## src/rtl/core/gtc_pkg.sv

```systemverilog
package gtc_pkg;

   typedef enum logic [1:0] {
      CMD_TICK  = 2'd0,
      CMD_READ  = 2'd1,
      CMD_WRITE = 2'd2
   } cmd_type;

   typedef enum logic [2:0] {
      REG_COUNT_LO   = 3'd0,
      REG_COUNT_HI   = 3'd1,
      REG_CONTROL    = 3'd2,
      REG_STATUS     = 3'd3,
      REG_COMPARE_LO = 3'd4,
      REG_COMPARE_HI = 3'd5,
      REG_INCREMENT  = 3'd6
   } reg_index_type;

   // bit positions in the control field
   localparam int CTRL_ENABLE  = 0;
   localparam int CTRL_COMP    = 1;
   localparam int CTRL_IRQ     = 2;
   localparam int CTRL_AUTOINC = 3;

   localparam int DATA_WIDTH = 32;
   localparam int CTRL_WIDTH = 4;
   localparam int PRE_WIDTH  = 8;

   typedef struct packed {
      cmd_type                 cmd;
      reg_index_type           reg_index;
      logic [DATA_WIDTH-1:0]   write_data;
   } req_item_type;

   typedef struct packed {
      logic [DATA_WIDTH-1:0]   read_data;
      logic                    irq;
   } rsp_item_type;

endpackage

```

## src/rtl/core/gtc_core.sv

```systemverilog
module gtc_core #(
   parameter int COUNT_WIDTH = 64
) (
   input  logic                 clock,
   input  logic                 reset,
   input  logic                 item_valid,
   input  gtc_pkg::req_item_type item,
   output gtc_pkg::rsp_item_type result
);
   import gtc_pkg::*;

   logic [COUNT_WIDTH-1:0] count_ff, count_in;
   logic [COUNT_WIDTH-1:0] cmp_ff, cmp_in;
   logic [DATA_WIDTH-1:0]  inc_ff, inc_in;
   logic [CTRL_WIDTH-1:0]  ctrl_ff, ctrl_in;
   logic [PRE_WIDTH-1:0]   pre_set_ff, pre_set_in;
   logic [PRE_WIDTH-1:0]   pre_cnt_ff, pre_cnt_in;
   logic                   event_ff, event_in;

   logic [COUNT_WIDTH-1:0] count_step;
   logic [COUNT_WIDTH-1:0] cmp_step;
   logic [DATA_WIDTH-1:0]  rd;

   assign count_step = count_ff + {{(COUNT_WIDTH-1){1'b0}}, 1'b1};
   assign cmp_step   = cmp_ff + {{(COUNT_WIDTH-DATA_WIDTH){1'b0}}, inc_ff};

   always_comb begin
      count_in   = count_ff;
      cmp_in     = cmp_ff;
      inc_in     = inc_ff;
      ctrl_in    = ctrl_ff;
      pre_set_in = pre_set_ff;
      pre_cnt_in = pre_cnt_ff;
      event_in   = event_ff;
      rd         = '0;
      if (item_valid) begin
         case (item.cmd)
            CMD_TICK: begin
               if (ctrl_ff[CTRL_ENABLE]) begin
                  // counter steps once the prescale count reaches the setting
                  if (pre_cnt_ff >= pre_set_ff) begin
                     pre_cnt_in = '0;
                     count_in   = count_step;
                     if (ctrl_ff[CTRL_COMP] && (count_step >= cmp_ff)) begin
                        event_in = 1'b1;
                        if (ctrl_ff[CTRL_AUTOINC]) begin
                           cmp_in = cmp_step;
                        end
                     end
                  end else begin
                     pre_cnt_in = pre_cnt_ff + {{(PRE_WIDTH-1){1'b0}}, 1'b1};
                  end
               end
            end
            CMD_READ: begin
               unique case (item.reg_index)
                  REG_COUNT_LO:   rd = count_ff[DATA_WIDTH-1:0];
                  REG_COUNT_HI:   rd = DATA_WIDTH'(count_ff >> DATA_WIDTH);
                  REG_CONTROL:    rd = {16'b0, pre_set_ff, 4'b0, ctrl_ff};
                  REG_STATUS:     rd = {{(DATA_WIDTH-1){1'b0}}, event_ff};
                  REG_COMPARE_LO: rd = cmp_ff[DATA_WIDTH-1:0];
                  REG_COMPARE_HI: rd = DATA_WIDTH'(cmp_ff >> DATA_WIDTH);
                  REG_INCREMENT:  rd = inc_ff;
                  default:        rd = '0;
               endcase
            end
            CMD_WRITE: begin
               unique case (item.reg_index)
                  REG_COUNT_LO:
                     count_in = {count_ff[COUNT_WIDTH-1:DATA_WIDTH], item.write_data};
                  REG_COUNT_HI:
                     count_in = {item.write_data[COUNT_WIDTH-DATA_WIDTH-1:0],
                                 count_ff[DATA_WIDTH-1:0]};
                  REG_CONTROL: begin
                     ctrl_in    = item.write_data[CTRL_WIDTH-1:0];
                     pre_set_in = item.write_data[15:8];
                  end
                  REG_STATUS: begin
                     // write one to clear
                     if (item.write_data[0]) begin
                        event_in = 1'b0;
                     end
                  end
                  REG_COMPARE_LO:
                     cmp_in = {cmp_ff[COUNT_WIDTH-1:DATA_WIDTH], item.write_data};
                  REG_COMPARE_HI:
                     cmp_in = {item.write_data[COUNT_WIDTH-DATA_WIDTH-1:0],
                               cmp_ff[DATA_WIDTH-1:0]};
                  REG_INCREMENT:  inc_in = item.write_data;
                  default: ;
               endcase
            end
            default: ;
         endcase
      end
   end

   assign result.read_data = rd;
   assign result.irq       = event_in & ctrl_in[CTRL_IRQ];

   always_ff @(posedge clock) begin
      if (reset) begin
         count_ff   <= '0;
         cmp_ff     <= '0;
         inc_ff     <= '0;
         ctrl_ff    <= '0;
         pre_set_ff <= '0;
         pre_cnt_ff <= '0;
         event_ff   <= 1'b0;
      end else begin
         count_ff   <= count_in;
         cmp_ff     <= cmp_in;
         inc_ff     <= inc_in;
         ctrl_ff    <= ctrl_in;
         pre_set_ff <= pre_set_in;
         pre_cnt_ff <= pre_cnt_in;
         event_ff   <= event_in;
      end
   end

endmodule

```

## src/rtl/core/global_timer_comparator_unit.sv

```systemverilog
// channel  dir  handshake                  payload
// req      in   req_tvalid / req_tready    tuser: cmd; tdata: reg_index, write_data
// rsp      out  rsp_tvalid / rsp_tready    tdata: read_data, irq
//
// one beat per cycle sustained while rsp is not stalled; a request beat passes through
// the input register, then the timer update into the result register
// synchronous reset clears the timer state and both stages; timer comes up disabled
// a stalled rsp holds the result register; req keeps flowing while the result
// register drains in the same cycle
module global_timer_comparator_unit #(
   parameter int COUNT_WIDTH = 64
) (
   input  logic        clock,
   input  logic        reset,
   input  logic        req_tvalid,
   output logic        req_tready,
   input  logic [1:0]  req_tuser,   // cmd[1:0]
   input  logic [39:0] req_tdata,   // reg_index[2:0], write_data[34:3], zero pad
   output logic        rsp_tvalid,
   input  logic        rsp_tready,
   output logic [39:0] rsp_tdata    // read_data[31:0], irq[32], zero pad
);
   import gtc_pkg::*;

   logic         in_valid_ff, in_valid_in;
   req_item_type in_item_ff, in_item_in;
   logic         out_valid_ff, out_valid_in;
   rsp_item_type out_item_ff, out_item_in;
   rsp_item_type core_result;
   logic         advance;
   logic         req_fire;

   assign advance    = in_valid_ff & (~out_valid_ff | rsp_tready);
   assign req_tready = ~in_valid_ff | advance;
   assign req_fire   = req_tvalid & req_tready;

   always_comb begin
      in_item_in.cmd        = cmd_type'(req_tuser);
      in_item_in.reg_index  = reg_index_type'(req_tdata[2:0]);
      in_item_in.write_data = req_tdata[34:3];
      in_valid_in = req_fire ? 1'b1 : (advance ? 1'b0 : in_valid_ff);
      out_valid_in = advance ? 1'b1 : (rsp_tready ? 1'b0 : out_valid_ff);
      out_item_in  = advance ? core_result : out_item_ff;
   end

   gtc_core #(
      .COUNT_WIDTH (COUNT_WIDTH)
   ) u_core (
      .clock      (clock),
      .reset      (reset),
      .item_valid (advance),
      .item       (in_item_ff),
      .result     (core_result)
   );

   always_ff @(posedge clock) begin
      if (reset) begin
         in_valid_ff  <= 1'b0;
         out_valid_ff <= 1'b0;
      end else begin
         in_valid_ff  <= in_valid_in;
         out_valid_ff <= out_valid_in;
      end
   end

   always_ff @(posedge clock) begin
      if (req_fire) begin
         in_item_ff <= in_item_in;
      end
      out_item_ff <= out_item_in;
   end

   assign rsp_tvalid = out_valid_ff;
   assign rsp_tdata  = {7'b0, out_item_ff.irq, out_item_ff.read_data};

endmodule
```

## config.mk

```make
export PLATFORM = sky130hd
export DESIGN_NAME = global_timer_comparator_unit
export DESIGN_NICKNAME = d
export VERILOG_FILES = /design/src/rtl/core/gtc_pkg.sv /design/src/rtl/core/gtc_core.sv /design/src/rtl/core/global_timer_comparator_unit.sv
export SDC_FILE = /design/constraint.sdc
export NUM_CORES = 1
export LEC_CHECK = 0
export BUFFER_PORTS_ARGS = -buffer_cell sky130_fd_sc_hd__buf_2
export CORE_MARGIN = 2
export CORE_UTILIZATION = 40
export CTS_CLUSTER_DIAMETER = 30
export DETAILED_ROUTE_END_ITERATION = 8
export PLACE_DENSITY = 0.57
export SLEW_MARGIN = 15
export SYNTH_ARGS = -nofsm -noshare
export SYNTH_HDL_FRONTEND = slang
export SYNTH_HIERARCHICAL = 1
export SYNTH_SLANG_ARGS = --single-unit
```

## constraint.sdc

```tcl
create_clock -name clock -period 4.92 [get_ports clock]
set_input_delay 0.984 -clock clock [delete_from_list [all_inputs] [get_ports clock]]
set_output_delay 0.984 -clock clock [all_outputs]
set_load 0.005 [all_outputs]
```

==> impl_metrics.ini <==
[outcome]
status = completed

[yosys]
synthCells = 2141
ys.flop_type = dfxtp_1
syn_area_per_cell_um2 = 7.97
synth_area_leaders = dfxtp_1 (21%), edfxtp_1 (12%), ha_1 (7.8%), a21oi_1 (6.4%), nor2_1 (5.3%)
seq_area_frac_synth_pct = 33.8
synth_warnings = 6
synthTopCellsByCount = nor2_1 (241), nand2_1 (233), a21oi_1 (219)
netlist_area_um2 = 17100
synth-seq-cells = 253
synth_top_cell_by_area = dfxtp_1
synth-edff-count = 70
synth_most_common_cell = nor2_1
synth_top_area_share_pct = 21.5
synth_cell_types = 89
synthArstFlopShare_pct = 0

[hold_path]
min_delay_path_depth = 2
min-delay-start = u_core/inc_ff[31]$_SDFFE_PP0P_
hold_path_class = reg2reg
worstHoldEndpoint = u_core/inc_ff[31]$_SDFFE_PP0P_

[power]
powerDensity_nw_per_um2 = 319
power.internal_w = 0.00488
p_sw_share_pct = 26.3
clkPwrFrac_pct = 58.2
power_switching_w = 0.00175
p_total_w = 0.00663
seqPwrFrac_pct = 34.4
leakage_nw = 7.81
ir_drop_mv = 0.268
combPwrFrac_pct = 7.4

[setup_path]
setup.worst_path.start = u_core/count_ff[8]$_SDFFE_PP0P_
max_stage_delay_ns = 0.41
crit_fanout = 8
required_ns = 5.41
cpMaxStageDelayCell = o21ai_4
worstRegToRegCells = 21
critPathMostFrequentCell = buf_4
cp.arrival_ns = 5.34
ff2ff_setup_slack_ns = 0.07
reg2reg_to = u_core/cmp_ff[12]$_SDFFE_PP0P_
crit_path_end_kind = flip-flop
cp_top_family = compound AO/OA/AOI/OAI gates
worstSetupPathType = reg2reg
worst-path-buf-inv = 6
cp-start-kind = flip-flop
r2r_start = u_core/count_ff[8]$_SDFFE_PP0P_
critical_path.cell_chain = nand3_2 -> nor4_2 -> buf_4 -> nand4_1 -> buf_4 -> buf_4 -> nor2_1 -> buf_4 -> xnor2_1 -> ha_1 -> and2_1 -> a221o_1 -> a221oi_1 -> o211ai_1 -> a211oi_2 -> a21oi_2 -> buf_4 -> o21ai_4 -> buf_4 -> a221oi_1 -> a211oi_1

[route]
via_count = 17800
drt-total-wl_um = 70300
dr.pass1.iters = 5
wl_per_cell_um = 24.4
ant_nets = 0
drt_iter0_drc = 1805
drc = 0
drt-vias-per-instance = 6.17

[cts]
cts_max_path_buffers = 3
cts.root.buffer_cell = clkbuf_16
tritoncts.num_buffers = 59
htreeDepth = 2
cts.sinks = 253
clk_pin_slew_ns = 0.05
cts_tree = done
clk_latency_ns = 0.60

[grt]
grt_antenna_before_repair = 1
grt_util_all_layers_pct = 31.1
grt_pass1_vias = 16800
grt_pass1_wl_um = 104000
grt_overflow_total = 0
grt_start_max_net_pins = 63

[floorplanning]
ios = 88
dieArea_um2 = 44300
fp.dieH_um = 211
rows = 75
fp.dieW_um = 211
core_area_um2 = 42000
initial_utilization_pct = 40.6

[timing]
tightest_slew_ns = 1.16
finalSetupTns_ns = 0
slew_viol_final = 0
finalSetupViolCount = 0
rsz0062_at_grt = yes
finalCriticalPeriod_ns = 4.85
slew_headroom_pct = 22.1
fin_skew_ns = 0.0244
finalHoldViolCount = 0
fmax_mhz = 206
finalCritPeriodShare_pct = 98.7

[final_layout]
fin_nets = 2442
antennaDiodeCount = 0
drive_above_1_share_pct = 16.5
utilization_pct = 49.4
syn2layout_area_growth_pct = 21.7
fillers = 4131

[placed_design]
place_congestion = 0.995
place_hpwl_um = 52000
io_buffers = 75

[run]
maxCapViolations = 0
==> power groups by stage <==
stage | sequential (W) | clock, W | combinational, W
4_1_cts | 0.00227 | 0.00389 | 0.000477
6_report | 0.00228 | 0.00385 | 0.000492
2_1_floorplan | 0.00227 | 0 | 0.000279
3_5_place_dp | 0.00231 | 0 | 0.000475
3_3_place_gp | 0.00231 | 0 | 0.000469
5_1_grt | 0.00228 | 0.00399 | 0.000525
==> how the worst max path moves through the flow <==
stage,slack [ns],cells past startpoint,to
final,0.07,21,u_core/cmp_ff[12]$_SDFFE_PP0P_
after floorplan,0.87,18,u_core/cmp_ff[33]$_SDFFE_PP0P_
after CTS,0.04,20,u_core/cmp_ff[12]$_SDFFE_PP0P_
after detailed placement,0.04,20,u_core/cmp_ff[12]$_SDFFE_PP0P_
after global routing,-0.05,20,u_core/cmp_ff[10]$_SDFFE_PP0P_
after global placement,0.15,20,u_core/cmp_ff[31]$_SDFFE_PP0P_
==> what timing repair did <==
action / 4_1_cts / 5_1_grt
buffers inserted: 2 / 1
resized for setup: 0 / 14
hold buffers: 0 / 0
setup endpoints to repair: 2 / 58
pin swaps: 1 / 9
==> cell families after synthesis <==
group                      share of synthesized area, %
and+or+nand+nor                                    20.7
buffers and inverters                              5.73
DFF                                                33.8
AOI/OAI and AO/OA                                  25.2
adders and majority gates                          7.89
other                                            0.0220
xor gates and xnor gates                           5.13
muxes                                              1.58
==> registers in the layout (all words and copies together), names as in the netlist, 4 cells and up <==
name	flops
in_item_ff	37
rsp_tdata	33
u_core/cmp_ff	64
u_core/count_ff	64
u_core/ctrl_ff	4
u_core/inc_ff	32
u_core/pre_cnt_ff	8
u_core/pre_set_ff	8
==> final cells by class <==
type,count,area [um2],share of cell area (%)
timing repair buffer,228,1570,7.57
inverter,92,345,1.66
sequential,253,5770,27.8
multi-input combinational,1655,10400,50.2
tap,539,674,3.25
clock inverter,45,445,2.14
clock buffer,67,1540,7.40
==> worst min-delay path, stage by stage, from the launching register on <==
cell and delay [ns]:
dfxtp_1 0.32, nand2_1 0.06, a21oi_1 0.05
==> layout by cell type (no fill, tap or decap), types with 22 or more instances in the layout <==
cell type  instances
nor2_1           238
nand2_1          233
a21oi_1          219
dfxtp_1          182
buf_4            149
o21ai_0          108
ha_1             106
inv_1             92
buf_2             74
edfxtp_1          70
nor3_1            64
xnor2_1           62
clkbuf_16         59
nand3_1           57
nand4_1           51
a221oi_1          50
xor2_1            38
a211oi_1          33
a22oi_1           32
a31oi_1           26
and3_1            22
==> per-layer routing <==
layer	global-route usage [%]	vias to the layer above	part of all wire, %
li1	-	8136	-
met1	43.7	8470	43
met2	47.2	974	43
met3	5.18	181	9.7
met4	13.4	0	4.4
met5	0	-	0
==> through the flow <==
stage | setup WS [ns] | hold WS (ns) | std cells | cell area [um2]
after floorplan | 0.871 | 0.445 | 2147 | 17100
after global placement | 0.154 | 0.465 | 2764 | 18700
after detailed placement | 0.0435 | 0.470 | 2764 | 18700
after CTS | 0.0391 | 0.476 | 2878 | 20700
after global routing | -0.0499 | 0.501 | 2879 | 20800
final | 0.0661 | 0.479 | 2879 | 20800
Power figures use the tool's default switching activity.
